===== src/rtl/core/bmf2d_fifo.sv =====
// Short register queue between front and back.
`timescale 1ns / 1ps
`default_nettype none
module bmf2d_fifo #(
	parameter int unsigned WIDTH = 8,
	parameter int unsigned DEPTH = 2
) (
	input  wire logic             clk,
	input  wire logic             arst_n,
	input  wire logic             push,
	input  wire logic [WIDTH-1:0] wdata,
	input  wire logic             pop,
	output logic      [WIDTH-1:0] rdata,
	output logic                  full,
	output logic                  empty
);

	localparam int unsigned PW = (DEPTH > 1) ? $clog2(DEPTH) : 1;

	logic [WIDTH-1:0] mem_q [DEPTH];
	logic [PW-1:0]    wp_q, rp_q;
	logic [PW:0]      cnt_q;

	assign full  = (cnt_q == (PW+1)'(DEPTH));
	assign empty = (cnt_q == '0);
	assign rdata = mem_q[rp_q];

	always_ff @(posedge clk) begin
		if (push) begin
			mem_q[wp_q] <= wdata;
		end
	end

	always_ff @(posedge clk or negedge arst_n) begin
		if (!arst_n) begin
			wp_q  <= '0;
			rp_q  <= '0;
			cnt_q <= '0;
		end else begin
			if (push) begin
				wp_q <= (wp_q == PW'(DEPTH-1)) ? '0 : wp_q + 1'b1;
			end
			if (pop) begin
				rp_q <= (rp_q == PW'(DEPTH-1)) ? '0 : rp_q + 1'b1;
			end
			cnt_q <= cnt_q + (PW+1)'(push) - (PW+1)'(pop);
		end
	end

	a_no_overflow: assert property (@(posedge clk) disable iff (!arst_n) push |-> !full)
		else $error("queue overflow");
	a_no_underflow: assert property (@(posedge clk) disable iff (!arst_n) pop |-> !empty)
		else $error("queue underflow");

endmodule
`default_nettype wire


===== config.mk =====
export PLATFORM = sky130hd
export DESIGN_NAME = bmf2d_fifo
export DESIGN_NICKNAME = d
export VERILOG_FILES = /design/src/rtl/core/bmf2d_fifo.sv
export SDC_FILE = /design/constraint.sdc
export NUM_CORES = 1
export LEC_CHECK = 0
export BUFFER_PORTS_ARGS = -buffer_cell sky130_fd_sc_hd__buf_2
export CORE_MARGIN = 2
export CORE_UTILIZATION = 40
export CTS_CLUSTER_SIZE = 16
export DETAILED_ROUTE_END_ITERATION = 7
export PLACE_DENSITY = 0.65
export SYNTH_ARGS = -nofsm -noshare
export SYNTH_HDL_FRONTEND = slang
export SYNTH_SLANG_ARGS = --single-unit

===== constraint.sdc =====
create_clock -name clk -period 1.22 [get_ports clk]
set_input_delay 0.305 -clock clk [delete_from_list [all_inputs] [get_ports clk]]
set_output_delay 0.305 -clock clk [all_outputs]
set_load 0.01 [all_outputs]

# Yosys cells after proc, flatten, opt, wreduce, memory -nomap -nowiden
# Memories as Yosys holds them, arrays and structs flattened.
# Cells that the tools add are included.
[totals]
wordCells = 14
inputBits = 12
ramBits = 16
n_memories = 1
output_inout_bits = 10
latch_bits = 0
register_bits = 4
rom_bits = 0
[op_classes]
reduce_logical = 1
div_mod_pow = 0
n_bitwise = 0
multipliers = 0
n_lt_le_gt_ge = 0
n_addsub = 4
n_eq_ne = 1
shifts = 0
n_mux = 4
[memory_table]
columns = ["name", "depth", "word_bits", "read_ports", "rd_clocked_by_memory_dff", "write_ports", "line", "text"]
rows = [
  ["mem_q", 2, 8, 1, 0, 1, "20", "logic [WIDTH-1:0] mem_q [DEPTH];"],
]
[op_table]
columns = ["op", "count"]
rows = [
  ["two-way mux 1 bit", 4],
  ["adder 1 bit, second input constant", 2],
  ["adder 2 x 1 -> 2 bit", 1],
  ["equality test 2 bit, second input constant", 1],
  ["logical NOT 2 bit", 1],
  ["subtractor 2 x 1 -> 2 bit", 1],
]

# Longest topological paths before layout
# Gate-level depths: netlist (run 1).
[depth]
depth_word = 2
mapped_depth = 5
depth_no_buf = 5

# Worst setup path after synthesis (run 1)
# OpenSTA, ideal clock, no wires.
[synth_timing]
path_kind = "register -> register"
from = "register cnt_q[0]"
to = "register cnt_q[1]"
period_less_slack_ns = 1.313
required_ns = 1.085
n_path_buf = 0
arrival_time_ns = 1.178
path_slack_ns = -0.093
stages_incl_launch_ff = 6
setup_time_ns = 0.135
cell_sequence = "dfrtp_1 inv_1 ha_1 inv_1 ha_1 xor3_1"
[synth_via]
elab_chain_cells = 2
[synth_rtl]
columns = ["item", "line", "text"]
rows = [
  ["start, declared", "22", "logic [PW:0] cnt_q;"],
  ["start signal, assigned", "46", "cnt_q <= cnt_q + (PW+1)'(push) - (PW+1)'(pop);"],
  ["adder 2 x 1 -> 2 bit", "46", ""],
  ["subtractor 2 x 1 -> 2 bit", "46", ""],
]
# No other way between the ends.
# A chain may end at the register's enable or synchronous reset.

# Worst setup path after layout (run 1)
[layout_timing]
from = "register rp_q"
to = "output rdata[4]"
[layout_via]
elab_chain_cells = 1
[layout_rtl]
columns = ["item", "line", "text"]
rows = [
  ["start, declared", "21", "logic [PW-1:0] wp_q, rp_q;"],
  ["start signal, assigned", "44", "rp_q <= (rp_q == PW'(DEPTH-1)) ? '0 : rp_q + 1'b1;"],
  ["memory read (2 x 8 bit)", "-", ""],
  ["end, declared", "13", "output logic [WIDTH-1:0] rdata,"],
]
# No other way between the ends.

==> reports/metrics.cfg, run 1 <==
[logic_synthesis]
synth-compound-area-share_pct=0
ys_seq_elements=20
syn-num-nets=54
synth-xor-area-share_pct=5.11
syn_area_um2=808
synth_mux_area_share_pct=14.9
synth.yosys.seq_area_share_pct=71.8
yosysUniqueCellTypes=11
synthSimpleGateAreaFrac_pct=2.79
yosysTopAreaCell=edfxtp_1
postSynthCellCount=40
yosys_warnings=0
synth_top_area_share_pct=59.4
synthTopCellsByArea=edfxtp_1 (59%), mux2_4 (15%), dfrtp_1 (12%)
synth_fa_ha_area_share_pct=3.10
synth_top_family_by_area=multiplexers
syn_area_per_cell_um2=20.2

[floorplan]
coreArea_mm2=0.00194
start_util_pct=41.6
rows=16
ioPinCount=22
fp.dieW_um=49.0
die_area_mm2=0.00240
die_height_um=49.0

[setup_path]
critPathCaptureType=output pin
cp.arrival_ns=1.28
path_max_fanout=5
crit_type=flop to output pin
setup.worst_path.start_class=flop
cp.required_ns=0.91

[placement]
io_buffers=21
place_congestion=0.551
hpwl_um=750
place_area_um2=978
pre_cts_slack_ns=-0.197

[power_and_ir_drop]
ir_drop_mv=1.21
power_density_mw_per_mm2=2170
leakage_nw=0.486

[drt]
drtAntennaViolNets=0
wl_um=1050
dr.pass1.iters=2
drt_iter0_markers=2
drc=0
num_vias=421
viasPerCell=4.21
wl_per_cell_um=10.5

[min_path]
hp-class=input pin to flop

[timing]
clock_skew_ns=0.00412
whs_ns=0.191
slew_viol_final=0
fmax_ghz=0.630
period_minus_slack_ns=1.59
setup_ws_ns=-0.368
period_share_pct=130
tns_ns=-2.93
finalHoldViolCount=0
worstMarginPinSlew_ns=0.116
rsz0062_at_grt=yes
finalSetupViolCount=10
slew_headroom_pct=92.2

[final_layout]
fin_util_pct=56.8
drive_gt1_share_pct=56.2
fin_nets=88
areaGrowthSynthToFinish_pct=36.5
diodes=0
post-route-cell-area_mm2=0.00110

[run]
maxCapViolCount=0

[global_route]
grt_max_degree=12
grt_first_pass_wirelength_um=1730
grt_overflow=0
grt_use_total_pct=9.97
grt_pass1_vias=407
antenna_found_initial=0

[clocking]
htreeDepth=1
numCtsBuffers=3
clk_latency_ns=0.29
cts_sinks=20
cts_root_buf=clkbuf_4
clk_pin_slew_ns=0.10
cts_buffer_depth=2
tritoncts=yes

[outcome]
status=finished, violations left
violations=setup timing

[cell usage after synthesis]
master     n
and2_1     1
buf_6      1
dfrtp_1    4
edfxtp_1  16
ha_1       2
inv_1      2
mux2_4     8
nor2_1     1
nor2b_1    2
xor2_1     2
xor3_1     1
[area by class of cell]
class,instances,area (um2)
Sequential cell,20,582
Multi-Input combinational cell,17,209
Fill cell,166,838
Clock inverter,1,3.75
Inverter,2,7.51
Tap cell,27,33.8
Timing Repair Buffer,30,245
Clock buffer,3,22.5
[per-stage QoR]
step,std cells,power (W)
3_3_place_gp,91,0.00183
5_1_grt,100,0.00255
2_1_floorplan,40,0.00158
6_report,100,0.00240
3_5_place_dp,91,0.00184
4_1_cts,100,0.00244
[cells in the final DEF (no fill, tap or decap)]
cell | netlist | final
buf_4 | 0 | 5
xor3_1 | 1 | 1
nor2_1 | 1 | 1
inv_1 | 2 | 2
buf_12 | 0 | 1
nor2b_1 | 2 | 2
clkinv_1 | 0 | 1
dfrtp_1 | 4 | 3
mux2_4 | 8 | 8
buf_2 | 0 | 13
xor2_1 | 2 | 2
dlygate4sd3_1 | 0 | 1
clkbuf_4 | 0 | 3
ha_1 | 2 | 2
buf_6 | 1 | 10
edfxtp_1 | 16 | 16
and2_1 | 1 | 1
dfrtp_2 | 0 | 1
[registers in the layout, indices dropped and copies added, names as in the netlist]
register and count:
wp_q 1, mem_q 16, rp_q 1, cnt_q 2
[power by group]
group	internal (W)	switching, W
logic	0.000699	0.000390
registers	0.000931	0.0000723
clock network	0.000119	0.000184
total	0.00175	0.000646
[kinds of logic after synthesis]
logic type    count (synthesis)
flops                        20
xor+xnor                      3
mux                           8
buf+inv                       3
fa+ha+maj                     2
simple gates                  4
[path summary, 6_finish.rpt]
kind                                     from                    end  slack [ns]  depth (start not counted)
setup / recovery             rp_q$_DFFE_PN0P_               rdata[4]       -0.37                          3
hold / removal                       wdata[4]  mem_q[0][4]$_DFFE_PP_        0.19                          1
setup reg to reg           cnt_q[0]$_DFF_PN0_     cnt_q[1]$_DFF_PN0_        0.02                          5
hold reg to reg              wp_q$_DFFE_PN0P_       wp_q$_DFFE_PN0P_        0.49                          1
max in group asynchronous              arst_n       rp_q$_DFFE_PN0P_        0.76                          2
min in group asynchronous              arst_n       wp_q$_DFFE_PN0P_        0.33                          2
[critical path, stage by stage, from the launching register on]
cell     delay (ns)
dfrtp_2        0.43
buf_6          0.14
mux2_4         0.30
buf_6          0.12
[what timing repair did]
item,in CTS,in global routing
setup buffers,4,0
gates resized for setup,12,0
endpoints found under the setup margin,10,11
hold endpoints to repair,4,0
hold buffers,1,0
pin swaps,1,0
[layer usage]
metal  wire [um]  global-route usage, %  vias up
met2         561                   17.1       14
met5           0                      0        -
met4          17                   5.71        0
met3          37                   2.76        2
li1            -                      -      212
met1         433                   11.1      193
(Power assumes the default switching activity.)
==> inputs of run 2 (changes only) <==
PLACE_DENSITY = 0.73   (was 0.65)
==> run 2 against run 1 <==
The flow still finishes with violations (setup timing). Cell area decreased by 1.8%. Global-route usage rose by 1.6 points. Sequential power about the same. Worst hold slack improved by 0.0018 ns. Largest cell class unchanged. First-iteration DRC count fell by 100%. Power shrank 1.2%. Via count up 2.4%. Core utilization shrank 1.0 points. Combinational power shrank 4%. Clock power up 4%. Register-to-register slack is essentially flat. Non-clock buffer count is 1 lower.
==> reports/metrics.cfg, run 2 (synthesis results as in run 1) <==
[drt]
wl_per_cell_um=12.3  ; +17%
drc=0  ; unchanged
viasPerCell=4.35  ; +3.4%
wl_um=1220  ; +16%
drtAntennaViolNets=0  ; unchanged
drt_iter0_markers=0  ; -2
dr.pass1.iters=1  ; -1
num_vias=431  ; +2.4%

[final_layout]
final_common_cell=edfxtp_1
diodes=0  ; unchanged
mostFrequentLayoutCells=edfxtp_1 (16), buf_2 (13), buf_6 (10)
fin_nets=87  ; -1.1%
multi_input_area_um2=209  ; unchanged
largest_reg_flops=16  ; unchanged
fin_util_pct=55.8  ; -1.0 points
seqCellArea_um2=582  ; unchanged
largest-register=mem_q
drive_gt1_share_pct=55.6  ; -0.61 points
n_fill_cell=171  ; +3.0%
reg_top3=mem_q x16, cnt_q x2
areaGrowthSynthToFinish_pct=34.1

[min_path]
hp-class=input pin to flop

[timing]
period_share_pct=130  ; -0.31 points
worstMarginPinSlew_ns=0.375  ; +0.258 ns
setup_ws_ns=-0.364  ; +0.00375 ns
slew_viol_final=0  ; unchanged
clock_skew_ns=0.00448  ; +0.000358 ns
fmax_ghz=0.631  ; +0.24%
finalSetupViolCount=9  ; -1
period_minus_slack_ns=1.58  ; -0.00375 ns
finalHoldViolCount=0  ; unchanged
slew_headroom_pct=75.0  ; -17 points
tns_ns=-2.90  ; +0.0301 ns
rsz0062_at_grt=yes

[clocking]
htreeDepth=1  ; unchanged
numCtsBuffers=3  ; unchanged
cts_sinks=20  ; unchanged
tritoncts=yes
cts_buffer_depth=2  ; unchanged
cts_root_buf=clkbuf_4
clk_latency_ns=0.29  ; about the same
clk_pin_slew_ns=0.10  ; about the same

[placement]
pre_cts_slack_ns=-0.214  ; -0.0171 ns
place_congestion=0.606  ; +10%
io_buffers=21  ; unchanged

[setup_path]
critPathCaptureType=output pin
crit_type=flop to output pin
cp.required_ns=0.91  ; about the same
path_max_fanout=5  ; unchanged
setup.worst_path.start_class=flop
cp.arrival_ns=1.28  ; about the same

[floorplan]
die_height_um=49.0  ; unchanged
rows=16  ; unchanged
coreArea_mm2=0.00194  ; unchanged
ioPinCount=22  ; unchanged
die_area_mm2=0.00240  ; unchanged
fp.dieW_um=49.0  ; unchanged
start_util_pct=41.6  ; unchanged

[outcome]
violations=setup timing
status=finished, violations left

[power_and_ir_drop]
power_density_mw_per_mm2=2180  ; +0.58%
ir_drop_mv=0.953  ; -21%
leakage_nw=0.478  ; -1.8%

[global_route]
grt_pass1_vias=468  ; +15%
grt_overflow=0  ; unchanged
grt_max_degree=12  ; unchanged
grt_first_pass_wirelength_um=1980  ; +14%
antenna_found_initial=0  ; unchanged
grt_use_total_pct=11.6  ; +1.6 points

[run]
maxCapViolCount=0  ; unchanged

-- run 2: cell types whose count changed in the layout (fill, tap and decap cells not counted) --
cell	previous run	this run
clkbuf_1	0	1
buf_12	1	0
clkinv_1	1	0
-- run 2: through the flow --
| stage | cell area [um2] | hold WS, ns | power (W) | std cells |
|---|---|---|---|---|
| floorplan | 808 | 0.00941 | 0.00158 | 40 |
| global placement | 966 | 0.112 | 0.00179 | 91 |
| detailed placement | 966 | 0.118 | 0.00183 | 91 |
| CTS | 1080 | 0.191 | 0.00239 | 99 |
| global route | 1080 | 0.170 | 0.00251 | 99 |
| finish | 1080 | 0.193 | 0.00237 | 99 |
-- run 2: worst paths after layout --
path                                    start               endpoint  slack, ns  cells after the start
setup reg to reg           cnt_q[0]$_DFF_PN0_     cnt_q[1]$_DFF_PN0_       0.01                      5
setup / recovery             rp_q$_DFFE_PN0P_               rdata[1]      -0.36                      3
max in group asynchronous              arst_n       rp_q$_DFFE_PN0P_       0.75                      2
hold / removal                       wdata[7]  mem_q[1][7]$_DFFE_PP_       0.19                      1
min in group asynchronous              arst_n       wp_q$_DFFE_PN0P_       0.33                      2
hold reg to reg              wp_q$_DFFE_PN0P_       wp_q$_DFFE_PN0P_       0.49                      1
-- run 2: critical path: stages (launching register included) --
cell	delay, ns
dfrtp_2	0.43
buf_6	0.14
mux2_4	0.30
buf_6	0.12
-- run 2: report_power, final --
part	leakage (nW)	internal, W	switching (W)
registers	0.196	0.000932	0.0000746
logic	0.267	0.000657	0.000389
clock network	0.0150	0.000127	0.000187
total	0.478	0.00172	0.000650
-- run 2: area by class of cell --
type,count,area share (%)
Sequential cell,20,53.7
Multi-Input combinational cell,17,19.3
Inverter,2,0.693
Tap cell,27,3.12
Clock buffer,4,2.42
Timing Repair Buffer,29,20.8
-- run 2: repair_timing --
item	4_1_cts	5_1_grt
setup buffers	3	0
pin swaps	1	0
hold buffers	1	0
endpoints found under the setup margin	10	11
endpoints found under the hold margin	4	0
resized for setup	12	0
-- run 2: per-layer routing --
layer	vias up	routed length [um]	track usage, %
met3	4	46	2.76
met1	202	504	12.3
met2	16	635	19.9
li1	209	-	-
met5	-	0	0
met4	0	34	8.57
