**config.mk**
```make
export PLATFORM = sky130hd
export DESIGN_NAME = bmf2d_front
export DESIGN_NICKNAME = d
export VERILOG_FILES = /design/src/rtl/core/bmf2d_pkg.sv /design/src/rtl/core/bmf2d_front.sv
export SDC_FILE = /design/constraint.sdc
export NUM_CORES = 1
export LEC_CHECK = 0
export BUFFER_PORTS_ARGS = -buffer_cell sky130_fd_sc_hd__buf_2
export CORE_MARGIN = 3
export CORE_UTILIZATION = 35
export CTS_CLUSTER_DIAMETER = 80
export DETAILED_ROUTE_END_ITERATION = 8
export SLEW_MARGIN = 20
export SYNTH_ARGS = -nofsm -noshare
export SYNTH_HDL_FRONTEND = slang
export SYNTH_SLANG_ARGS = --single-unit
```
**constraint.sdc**
```tcl
create_clock -name clk -period 37.9 [get_ports clk]
set_input_delay 11.37 -clock clk [delete_from_list [all_inputs] [get_ports clk]]
set_output_delay 11.37 -clock clk [all_outputs]
set_load 0.05 [all_outputs]
```
**src/rtl/core/bmf2d_pkg.sv**
```systemverilog
// Package: word types, register indexes and divider constants for the box mean filter.
`timescale 1ns / 1ps
`default_nettype none
package bmf2d_pkg;

	localparam int unsigned KS_W        = 4;
	localparam int unsigned DIM_W       = 12;
	localparam int unsigned POS_W       = 23;
	localparam int unsigned LAT_W       = 15;
	localparam int unsigned SUM_W       = 16;
	localparam int unsigned RECIP_W     = 25;
	localparam int unsigned RECIP_SHIFT = 24;
	localparam int unsigned MAX_HEIGHT  = 2048;

	localparam logic [1:0] CFG_KERNEL = 2'd0;
	localparam logic [1:0] CFG_WIDTH  = 2'd1;
	localparam logic [1:0] CFG_HEIGHT = 2'd2;

	typedef struct packed {
		logic       kind;
		logic [7:0] pixel_in;
	} in_word_t;

	typedef struct packed {
		logic [7:0] pixel_out;
		logic       frame_end;
	} out_word_t;

	// work handed from front to back
	typedef struct packed {
		logic             wr;
		logic [7:0]       pix;
		logic             has_out;
		logic [KS_W-1:0]  side;
		logic [DIM_W-1:0] step;
		logic             frame_end;
	} meta_t;

	// floor(2^24 / (n*n)) for odd n
	function automatic logic [RECIP_W-1:0] recip_f(input logic [KS_W-1:0] n);
		logic [RECIP_W-1:0] r;
		case (n)
			4'd3:    r = 25'd1864135;
			4'd5:    r = 25'd671088;
			4'd7:    r = 25'd342392;
			4'd9:    r = 25'd207126;
			4'd11:   r = 25'd138654;
			4'd13:   r = 25'd99273;
			4'd15:   r = 25'd74565;
			default: r = 25'd16777216;
		endcase
		return r;
	endfunction

endpackage
`default_nettype wire

```
**src/rtl/core/bmf2d_front.sv**
```systemverilog
// Front end: config registers, frame position tracking and item classification.
`timescale 1ns / 1ps
`default_nettype none
module bmf2d_front #(
	parameter int unsigned MAX_KERNEL = 15,
	parameter int unsigned MAX_WIDTH  = 2048,
	parameter int unsigned RING       = 30735,
	parameter int unsigned ADDR_W     = 15
) (
	input  wire logic                     clk,
	input  wire logic                     arst_n,
	input  wire logic                     cfg_we,
	input  wire logic [1:0]               cfg_index,
	input  wire logic [11:0]              cfg_data,
	input  wire logic                     in_valid,
	output logic                          in_ready,
	input  wire bmf2d_pkg::in_word_t      in_data,
	input  wire logic                     q_full,
	output logic                          q_push,
	output bmf2d_pkg::meta_t              q_meta,
	output logic      [ADDR_W-1:0]        q_waddr,
	output logic      [ADDR_W-1:0]        q_base
);

	localparam int unsigned K_TOP = (MAX_KERNEL - 1) | 1;
	localparam int unsigned DW    = bmf2d_pkg::DIM_W;
	localparam int unsigned PW    = bmf2d_pkg::POS_W;
	localparam int unsigned LW    = bmf2d_pkg::LAT_W;

	function automatic logic [ADDR_W-1:0] ring_inc(input logic [ADDR_W-1:0] a);
		return (a == ADDR_W'(RING - 1)) ? '0 : a + 1'b1;
	endfunction

	function automatic logic [ADDR_W-1:0] ring_sub(input logic [ADDR_W-1:0] a,
			input logic [ADDR_W-1:0] b);
		logic [ADDR_W:0] s;
		if (a >= b) begin
			s = {1'b0, a} - {1'b0, b};
		end else begin
			s = {1'b0, a} + (ADDR_W+1)'(RING) - {1'b0, b};
		end
		return s[ADDR_W-1:0];
	endfunction

	logic [bmf2d_pkg::KS_W-1:0] ks_q;
	logic [DW-1:0]              fw_q, fh_q;
	logic [DW-1:0]              col_q, row_q, ocol_q, orow_q;
	logic [PW-1:0]              pos_q, oidx_q;
	logic [ADDR_W-1:0]          wptr_q, rptr_q;

	logic [bmf2d_pkg::KS_W-1:0] k;
	logic [2:0]                 adj;
	logic [DW-1:0]              w, h;
	logic [LW-1:0]              lat;
	logic [PW-1:0]              total;
	logic                       restart, accept, has_out, interior, cfg_hit;
	logic [DW-1:0]              col, row, oc, orw;
	logic [PW-1:0]              pos, oi;
	logic [ADDR_W-1:0]          wp, rp;

	always_comb begin
		k = ((32'(ks_q) > K_TOP) ? bmf2d_pkg::KS_W'(K_TOP) : ks_q) | 4'd1;
		adj = k[3:1];
		if (fw_q == '0) begin
			w = DW'(1);
		end else if (32'(fw_q) > MAX_WIDTH) begin
			w = DW'(MAX_WIDTH);
		end else begin
			w = fw_q;
		end
		if (fh_q == '0) begin
			h = DW'(1);
		end else if (32'(fh_q) > bmf2d_pkg::MAX_HEIGHT) begin
			h = DW'(bmf2d_pkg::MAX_HEIGHT);
		end else begin
			h = fh_q;
		end
		lat   = LW'(adj) * LW'(w) + LW'(adj);
		total = PW'(w) * PW'(h);
	end

	always_comb begin
		accept  = in_valid && in_ready;
		restart = !in_data.kind && (row_q >= h);
		col     = restart ? '0 : col_q;
		row     = restart ? '0 : row_q;
		pos     = restart ? '0 : pos_q;
		wp      = restart ? '0 : wptr_q;
		oi      = restart ? '0 : oidx_q;
		oc      = restart ? '0 : ocol_q;
		orw     = restart ? '0 : orow_q;
		rp      = restart ? '0 : rptr_q;
		if (in_data.kind) begin
			has_out = (row_q >= h) && (oidx_q < total);
		end else begin
			has_out = (pos >= PW'(lat));
		end
		interior = (orw >= DW'(adj)) && ({1'b0, orw} + 13'(adj) < {1'b0, h}) &&
			(oc >= DW'(adj)) && ({1'b0, oc} + 13'(adj) < {1'b0, w});
		cfg_hit = cfg_we && (cfg_index == bmf2d_pkg::CFG_KERNEL ||
			cfg_index == bmf2d_pkg::CFG_WIDTH || cfg_index == bmf2d_pkg::CFG_HEIGHT);
	end

	assign in_ready = !q_full;
	assign q_push   = accept && (!in_data.kind || has_out);

	always_comb begin
		q_meta.wr        = !in_data.kind;
		q_meta.pix       = in_data.pixel_in;
		q_meta.has_out   = has_out;
		q_meta.side      = interior ? k : 4'd1;
		q_meta.step      = w - DW'(q_meta.side) + DW'(1);
		q_meta.frame_end = ((oi + 1'b1) == total);
		q_waddr          = wp;
		q_base           = interior ? ring_sub(rp, ADDR_W'(lat)) : rp;
	end

	always_ff @(posedge clk or negedge arst_n) begin
		if (!arst_n) begin
			ks_q   <= 4'd3;
			fw_q   <= 12'd640;
			fh_q   <= 12'd480;
			col_q  <= '0;
			row_q  <= '0;
			pos_q  <= '0;
			wptr_q <= '0;
			oidx_q <= '0;
			ocol_q <= '0;
			orow_q <= '0;
			rptr_q <= '0;
		end else if (cfg_hit) begin
			case (cfg_index)
				bmf2d_pkg::CFG_KERNEL: ks_q <= cfg_data[3:0];
				bmf2d_pkg::CFG_WIDTH:  fw_q <= cfg_data;
				bmf2d_pkg::CFG_HEIGHT: fh_q <= cfg_data;
				default: ;
			endcase
			col_q  <= '0;
			row_q  <= '0;
			pos_q  <= '0;
			wptr_q <= '0;
			oidx_q <= '0;
			ocol_q <= '0;
			orow_q <= '0;
			rptr_q <= '0;
		end else if (accept) begin
			if (!in_data.kind) begin
				pos_q  <= pos + 1'b1;
				wptr_q <= ring_inc(wp);
				if (col + 1'b1 >= w) begin
					col_q <= '0;
					row_q <= row + 1'b1;
				end else begin
					col_q <= col + 1'b1;
					row_q <= row;
				end
			end
			if (restart && !has_out) begin
				oidx_q <= '0;
				ocol_q <= '0;
				orow_q <= '0;
				rptr_q <= '0;
			end else if (has_out) begin
				oidx_q <= oi + 1'b1;
				rptr_q <= ring_inc(rp);
				if (oc + 1'b1 >= w) begin
					ocol_q <= '0;
					orow_q <= orw + 1'b1;
				end else begin
					ocol_q <= oc + 1'b1;
					orow_q <= orw;
				end
			end
		end
	end

endmodule
`default_nettype wire

```
# [Yosys cells after proc, flatten, opt, wreduce, memory -nomap -nowiden]
# Index checks and enable logic that the tools add are counted.
[classes] add_sub_neg=16 mul=2 n_lt_le_gt_ge=12 eq_ne=6 n_mux=50 n_reduce_logical=25
[ops] cell="12-bit two-way mux" n=26
[ops] cell="23-bit two-way mux" n=9
[ops] cell="15-bit two-way mux" n=13
[ops] cell="12-bit by 1-bit adder with 12-bit output, second input constant" n=5
[ops] cell="23-bit by 1-bit adder with 23-bit output, second input constant" n=2
[ops] cell="12-bit greater-or-equal comparator" n=3
[ops] cell="15-bit by 1-bit adder with 15-bit output, second input constant" n=2
[ops] cell="15-bit equality test, second input constant" n=2
[ops] cell="15-bit subtractor" n=2
[ops] cell="12-bit by 3-bit adder with 13-bit output" n=2
[ops] cell="13-bit by 12-bit less-than comparator with 1-bit output" n=2
[ops] cell="12-bit by 3-bit greater-or-equal comparator with 1-bit output" n=2
[ops] cell="12-bit greater-than comparator, second input constant" n=2
[ops] cell="12-bit zero test" n=2
[ops] cell="23-bit equality test" n=1
[ops] cell="23-bit by 15-bit greater-or-equal comparator with 1-bit output" n=1
[ops] cell="23-bit less-than comparator" n=1
[ops] cell="12-bit by 12-bit multiplier with 23-bit output" n=1
[ops] cell="15-bit adder, second input constant" n=1
[ops] cell="15-bit by 3-bit adder with 15-bit output" n=1
[ops] cell="15-bit greater-or-equal comparator" n=1
[ops] cell="3-bit by 12-bit multiplier with 15-bit output" n=1
[ops] cell="12-bit by 4-bit subtractor with 12-bit output" n=1
[ops] cell="2-bit AND reduction" n=5
[ops] cell="other kinds (11)" n=23
[word_totals] ff_bits=152 in_bits=28 elab_cells=122

# [Logic depth before layout (Yosys ltp)]
# Gate-level depths: netlist of the first run.
[depth] depth_word=14 mapped_depth=45

# [Least setup slack after synthesis of the first run]
# Ideal clock, no wire load.
[synth_timing] path_type="input-to-output" startpoint="input port in_data[8] (netlist bit)" endpoint="output port q_meta[11] (netlist bit)" arrival_ps=19057 t_required_ps=26530 path_slack_ps=7473 cell_stages=37 path_buffers=5 path_cell_list="inv_1 > nand3_1 > o21a_1 > buf_2 > buf_2 > clkbuf_1 > buf_2 > and2_1 > ha_1 > fa_1 > a21o_1 > nand3_1 > or3_1 > a21oi_1 > ha_1 > a21o_1 > a211oi_1 > o21ai_0 > a221oi_1 > o21ai_0 > nor4_1 > nand4b_1 > buf_2 > nor2_1 > inv_1 > ha_1 > ha_1 > inv_1 > fa_1 > inv_1 > a21oi_1 > o21bai_1 > a21oi_1 > o21bai_1 > a21o_1 > a21oi_1 > xnor2_1"
[synth_lines] item="start, declared" line="bmf2d_front.sv:17" source="input wire bmf2d_pkg::in_word_t in_data,"
[synth_lines] item="end, declared" line="bmf2d_front.sv:20" source="output bmf2d_pkg::meta_t q_meta,"

==> out/qor.csv, run 1 <==
metric;value;unit
status;finished clean;
peakVddDrop;40.5;uV
grt_setup_unrepaired;false;
clock_sinks;151;
finalHoldWorstSlack;0.502;ns
via_per_inst;5.61;
dieArea;60900;um^2
ctsRootBufferMaster;clkbuf_16;
initial_utilization;0.357;
cts-resized-gates;0;
yosys-top-cells-area;dfrtp_1 (18%), ha_1 (15%), fa_1 (12%), nand2_1 (5.9%), inv_1 (5.1%);
core;56800;um^2
cts_made_buffers;17;
diodes;0;
antenna_found_initial;0;
drt_iter0_drc;1395;
synth_top_cell_by_area;dfrtp_1;
worst_path_max_delay_cell;o21a_4;
crit_type;input port to output pin;
dr.pass1.iters;5;
hold_viol;0;
grt_pass1_vias;18200;
tightestPinTransition;1.12;ns
clk_path_buf_depth;2;
tritoncts;built;
synth_ff_type;dfrtp_1;
p_seq_frac;0.153;
fmax;0.0331;GHz
required;26.53;ns
tns;0;ns
maxSlewHeadroom;0.254;
cp_max_fo;32;
routed_wirelength;63.8;mm
fin_crit_sh;0.796;
post_drt_wl_per_cell;19.4;um
pwr-share-comb;0.704;
final_cell_mix;nand2_1 (317), inv_1 (273), ha_1 (250), nor2_1 (187), o21ai_0 (171);
ys_types;90;
via_count;18400;
ant_nets;0;
postCtsSetupBuffers;0;
synth.top_cell.area_share;0.178;
arrival;18.81;ns
grt_remaining_overflow;0;
end_kind;output pin;
path_buf_inv;8;
sw_frac_of_total;0.535;
gp_congestion;0.907;
netlist_instances;2523;
syn_area;20300;um^2
ys_seq_elements;151;
start_kind;input port;
register_area;3790;um^2
grt_max_degree;75;
hp-class;flop to flop;
clkPwrFrac;0.142;
finalCriticalPeriod;30.18;ns
synth_edf_count;0;
power_leakage;10.4;nW
switchingPower;629;uW
fillers;5853;
syn_avg_cell_area;8.04;um^2
die_w;247;um
cts_max_level;4;
grt_pass1_wl;102;mm
multi_input_area;15000;um^2
cell_internal_pwr;545;uW
synth_warnings;0;
grtUsageTotal;0.213;
critPathMaxStageDelay;0.42;ns
dp_hpwl;48.8;mm
syn_nets;2926;
syn2layout_area_growth;7.68;%
die_h;247;um
finClkSkew;0.0165;ns
drcViolationCount;0;
postSynth.asyncResetShare;1.00;
final_common_cell;nand2_1;
p_per_area;53.7;nW/um^2
worst_skew_pair.late_latency;0.49;ns
finalSetupViolCount;0;
clk_pin_slew;0.06;ns
rows;87;
final_max_slew_viol_count;0;
numPortBuffers;69;
crit_family;compound AO/OA/AOI/OAI gates;
drv_cap;0;
nets;2921;
layout-drive-gt1-share;0.0775;
ys_seq_area_frac;0.187;
ios;87;
hold_buffers;0;
-- cell usage after synthesis (47+ instances only) --
library cell and n:
ha_1 250, o21ai_0 172, fa_1 125, inv_1 273, nand2_1 317, xor2_1 51
xnor2_1 76, dfrtp_1 144, clkbuf_1 75, nand3_1 79, nor2_1 189, a21oi_1 122
and3_1 47
-- path summary, 6_finish.rpt --
kind	cells after the start	end	slack, ns	from
setup / recovery	36	q_meta[12]	7.72	in_data[8]
hold / removal	1	pos_q[22]	0.50	pos_q[22]
setup reg to reg	29	ocol_q[2]	27.33	fw_q[11]
hold reg to reg	1	pos_q[22]	0.50	pos_q[22]
max in group asynchronous	2	ocol_q[3]	25.88	arst_n
min in group asynchronous	1	wptr_q[0]	10.77	arst_n
-- cell families after synthesis --
logic type	Yosys count	share of synthesized area
AOI/OAI and AO/OA	545	0.172
xor gates and xnor gates	128	0.0556
adders and majority gates	375	0.277
buffers and inverters	393	0.0765
DFF	151	0.187
muxes	33	0.0179
other	1	0.000185
and+or+nand+nor	897	0.214
-- layer usage --
layer	part of all wire	vias to the layer above	routed length, um	global-route usage
met5	0	-	0	0
met4	0.031	0	1960	0.0718
met3	0.057	103	3660	0.0369
met2	0.47	570	29800	0.349
met1	0.45	9085	28400	0.284
li1	-	8681	-	-
-- cell type report --
class	count	share of cell area
Clock buffer	20	0.0204
Multi-Input combinational cell	1979	0.687
Sequential cell	151	0.173
Tap cell	756	0.0433
Clock inverter	11	0.00424
Timing Repair Buffer	94	0.0247
Inverter	275	0.0474
-- worst register-to-register path: cells and delay by family (launching register included) --
kind,cells,cell delay (ns)
DFF,1,0.36
and+or+nand+nor,8,2.86
adders and majority gates,7,3.32
muxes,1,0.42
buffers and inverters,6,1.73
AOI/OAI and AO/OA,7,1.82
-- power groups by stage --
stage                     clock, mW  combinational, mW  sequential (mW)
after floorplan                   0              0.602            0.177
after global placement            0              0.810            0.183
after detailed placement          0              0.821            0.183
after CTS                     0.172              0.826            0.180
after global routing          0.178              0.919            0.181
final                         0.167              0.827            0.180
-- registers in the layout, summed over array words and instances (netlist names) --
name / count
fw_q: 12
rptr_q: 15
ks_q: 3
ocol_q: 12
pos_q: 23
row_q: 12
oidx_q: 23
fh_q: 12
col_q: 12
wptr_q: 15
orow_q: 12
-- metrics by stage --
stage	total power, mW	cells	worst slack (ns)	utilization	cell area, um^2
after floorplan	0.779	2523	7.47	-	20300
after global placement	0.993	3255	8.04	0.375	21300
after detailed placement	1.00	3255	7.80	0.375	21300
after CTS	1.18	3286	7.79	0.384	21800
after global routing	1.28	3286	7.11	0.385	21800
final	1.17	3286	7.72	0.385	21800
Note: power is estimated with default switching activity, not from simulation.
==> run 2: changes to the inputs <==
==> constraint.sdc (replaced) <==
create_clock -name clk -period 31.6 [get_ports clk]
set_input_delay 9.48 -clock clk [delete_from_list [all_inputs] [get_ports clk]]
set_output_delay 9.48 -clock clk [all_outputs]
set_load 0.05 [all_outputs]
==> out/qor.csv, run 2 (synthesis results as in run 1) <==
metric;value;unit
postCtsSetupBuffers;0;
tightestPinTransition;1.06;ns
dpl_cell_area;21300;um^2
tns;0;ns
dieArea;60900;um^2
die_h;247;um
nets;2924;
final_common_cell;nand2_1;
via_count;18300;
required;22.12;ns
hold_viol;0;
hold_buffers;0;
layout-drive-gt1-share;0.0797;
gp_congestion;0.931;
grt_setup_unrepaired;false;
fin_ws;5.12;ns
dp.cells;3258;
peakVddDrop;58.7;uV
core;56800;um^2
initial_utilization;0.357;
diodes;0;
fin_crit_sh;0.838;
grt_remaining_overflow;0;
via_per_inst;5.58;
startpoint;in_data[8];
final_max_slew_viol_count;0;
stdcell_area;21900;um^2
cp_max_fo;52;
finalSetupViolCount;0;
numPortBuffers;69;
grt_max_degree;96;
hp-class;flop to flop;
clock_sinks;151;
final_cell_mix;nand2_1 (317), inv_1 (273), ha_1 (250), nor2_1 (187), o21ai_0 (171);
grt_pass1_vias;18300;
start_kind;input port;
finalNonFillerCells;3290;
die_w;247;um
routed_wirelength;64.4;mm
end_kind;output pin;
dr.pass1.iters;5;
power_leakage;10.5;nW
finalCriticalPeriod;26.48;ns
tritoncts;built;
maxSlewHeadroom;0.294;
critPathMaxStageDelay;0.58;ns
hold_start;pos_q[22];
r2r-start;fh_q[11];
cts-resized-gates;0;
ctsRootBufferMaster;clkbuf_16;
status;finished clean;
cts_max_level;4;
clk_pin_slew;0.07;ns
drcViolationCount;0;
dp_hpwl;49.2;mm
drv_cap;0;
finalHoldWorstSlack;0.500;ns
ios;87;
worst_path_max_delay_cell;o21a_4;
rows;87;
syn2layout_area_growth;8.04;%
clk_path_buf_depth;2;
crit_type;input port to output pin;
drt_iter0_drc;1449;
arrival;17.00;ns
grtUsageTotal;0.214;
p_per_area;65.7;nW/um^2
reg.largest.list;oidx_q (23), pos_q (23);
post_drt_wl_per_cell;19.6;um
fmax;0.0378;GHz
antenna_found_initial;0;
worst_skew_pair.late_latency;0.48;ns
pre_cts_slack;5.12;ns
ant_nets;0;
cts_made_buffers;17;
grt_pass1_wl;103;mm
finClkSkew;0.0142;ns
run 2: changes by cell type in the layout (fill, tap and decap cells not counted):
cell	before	now
buf_4	25	28
bufinv_16	0	2
clkbuf_1	2	1
clkinv_2	1	0
clkinv_4	3	1
clkinvlp_4	2	3
inv_8	1	3
nor2b_1	27	26
nor2b_2	2	3
o211ai_2	0	1
o211ai_4	1	0
o21ai_2	1	2
o21ai_4	2	1
run 2: routing by layer:
layer	routed length, um	share of wire	vias to the layer above	GRT usage
li1	-	-	8685	-
met1	28200	0.44	8944	0.287
met2	30500	0.47	627	0.359
met3	3970	0.062	92	0.0303
met4	1700	0.026	0	0.0649
met5	0	0	-	0
run 2: metrics by stage:
stage          total power, mW  utilization
2_1_floorplan            0.934            -
3_3_place_gp              1.20        0.375
3_5_place_dp              1.21        0.375
4_1_cts                   1.44        0.386
5_1_grt                   1.57        0.386
6_report                  1.44        0.386
run 2: path summary, 6_finish.rpt:
check                             end  slack, ns  cells after the start
max                        q_meta[12]       5.12                     36
min                         pos_q[22]       0.50                      1
max reg2reg                 ocol_q[2]      21.31                     29
min reg2reg                 pos_q[22]       0.50                      1
max in group asynchronous  orow_q[11]      21.15                      2
min in group asynchronous   wptr_q[8]       9.08                      1
run 2: critical path, delay by kind of cell:
family,cells,cell delay (ns)
compound gates,16,3.05
xor+xnor,1,0.13
fa+ha+maj,4,0.99
buf+inv,8,1.38
simple gates,7,1.90
run 2: where the power goes:
group          leakage (nW)  internal [mW]  total, mW  switching (mW)
registers              2.04          0.203      0.214          0.0110
logic                  8.15          0.348       1.00           0.656
clock network         0.287          0.121      0.222           0.101
total                  10.5          0.672       1.44           0.768
run 2: layout make-up:
| type | instances | area, um^2 |
|---|---|---|
| timing repair buffer | 97 | 562 |
| clock buffer | 19 | 443 |
| fill | 5844 | 34900 |
| tap | 756 | 946 |
| clock inverter | 13 | 160 |
| multi-input combinational | 1979 | 15000 |
| inverter | 275 | 1030 |
| sequential | 151 | 3790 |
==> run 3: changes to the inputs <==
==> constraint.sdc (replaced) <==
create_clock -name clk -period 26.6 [get_ports clk]
set_input_delay 7.98 -clock clk [delete_from_list [all_inputs] [get_ports clk]]
set_output_delay 7.98 -clock clk [all_outputs]
set_load 0.05 [all_outputs]
==> out/qor.csv, run 3 (synthesis results as in run 1) <==
metric;value;unit
worst_skew_pair.late_latency;0.50;ns
power;1.69;mW
drt_iter0_drc;1392;
nets;2921;
critical_path_depth;37;
final_cell_mix;nand2_1 (317), inv_1 (273), ha_1 (250), nor2_1 (187), o21ai_0 (171);
clk_path_buf_depth;2;
holdPathStages;1;
hold_start;pos_q[22];
power_leakage;10.4;nW
r2r_end;ocol_q[2];
clk_pin_slew;0.07;ns
arrival;15.65;ns
reg.largest.list;oidx_q (23), pos_q (23);
dp.cells;3255;
drcViolationCount;0;
critPathMostFrequentCell;a21oi_1;
antenna_found_initial;0;
r2r-start;fw_q[11];
grt_pass1_wl;102;mm
grt_pass1_vias;18100;
layout-drive-gt1-share;0.0782;
rr_worst_depth;29;
rows;87;
ios;87;
crit_type;input port to output pin;
fin_ws;2.97;ns
cp_max_fo;78;
ant_nets;0;
die_w;247;um
diodes;0;
pre_cts_slack;3.00;ns
p_per_area;77.2;nW/um^2
r2r_slack;16.13;ns
hold_buffers;0;
end_kind;output pin;
crit_family;simple AND/OR/NAND/NOR gates;
fmax;0.0423;GHz
grt_remaining_overflow;0;
initial_utilization;0.357;
finalSetupViolCount;0;
cts_max_level;4;
grt_setup_unrepaired;false;
via_per_inst;5.57;
status;finished clean;
grtUsageTotal;0.213;
dp_hpwl;49.0;mm
start_kind;input port;
numPortBuffers;69;
tritoncts;built;
routed_wirelength;63.8;mm
syn2layout_area_growth;7.88;%
hp-class;flop to flop;
dr.pass1.iters;6;
via_count;18300;
grt_max_degree;79;
maxSlewHeadroom;0.271;
worst_path_max_delay_cell;buf_4;
cts-resized-gates;0;
clock_sinks;151;
peakVddDrop;53.8;uV
path_buf_inv;8;
die_h;247;um
final_common_cell;nand2_1;
finalCriticalPeriod;23.63;ns
tns;0;ns
required;18.62;ns
finalHoldWorstSlack;0.505;ns
finClkSkew;0.0185;ns
postCtsSetupBuffers;0;
core;56800;um^2
drv_cap;0;
cts_made_buffers;17;
tightestPinTransition;1.09;ns
gp_congestion;0.892;
post_drt_wl_per_cell;19.4;um
ctsRootBufferMaster;clkbuf_16;
final_max_slew_viol_count;0;
critPathMaxStageDelay;0.70;ns
fin_crit_sh;0.888;
finalNonFillerCells;3287;
hold-path-endpoint;pos_q[22];
dieArea;60900;um^2
hold_viol;0;
-- run 3: worst max path at each step --
stage / slack (ns) / start / to
4_1_cts: 2.98 / in_data[8] / q_meta[12]
2_1_floorplan: 2.95 / in_data[8] / q_meta[11]
3_3_place_gp: 3.18 / in_data[8] / q_meta[12]
6_report: 2.97 / in_data[8] / q_meta[12]
5_1_grt: 2.44 / in_data[8] / q_meta[12]
3_5_place_dp: 3.00 / in_data[8] / q_meta[12]
-- run 3: worst reg2reg max path, delay by kind of cell, from the launching register on --
kind / cells / cell delay [ns]
and+or+nand+nor: 8 / 2.83
AOI/OAI and AO/OA: 7 / 1.77
buffers and inverters: 6 / 1.75
muxes: 1 / 0.40
adders and majority gates: 7 / 3.30
DFF: 1 / 0.36
-- run 3: stage by stage --
step / utilization / area [um^2]
after CTS: 0.385 / 21900
final: 0.385 / 21900
after detailed placement: 0.375 / 21300
after global placement: 0.375 / 21300
after floorplan: - / 20300
after global routing: 0.385 / 21900
-- run 3: report_power, final --
group	switching [mW]	internal, mW
Combinational	0.767	0.413
Clock	0.120	0.134
Sequential	0.0156	0.241
-- run 3: cell type report --
class	instances	area, um^2
clock inverters	13	136
well taps	756	946
repair buffers	94	539
flip-flops and latches	151	3790
inverters	275	1030
fillers	5834	34900
clock buffers	19	443
multi-input cells	1979	15000
-- run 3: metal layers --
metal / GRT usage / vias to the layer above / wire, um
met5: 0 / - / 0
met1: 0.282 / 8951 / 28300
met3: 0.0355 / 101 / 3550
li1: - / 8702 / -
met2: 0.351 / 546 / 29800
met4: 0.0763 / 0 / 2080
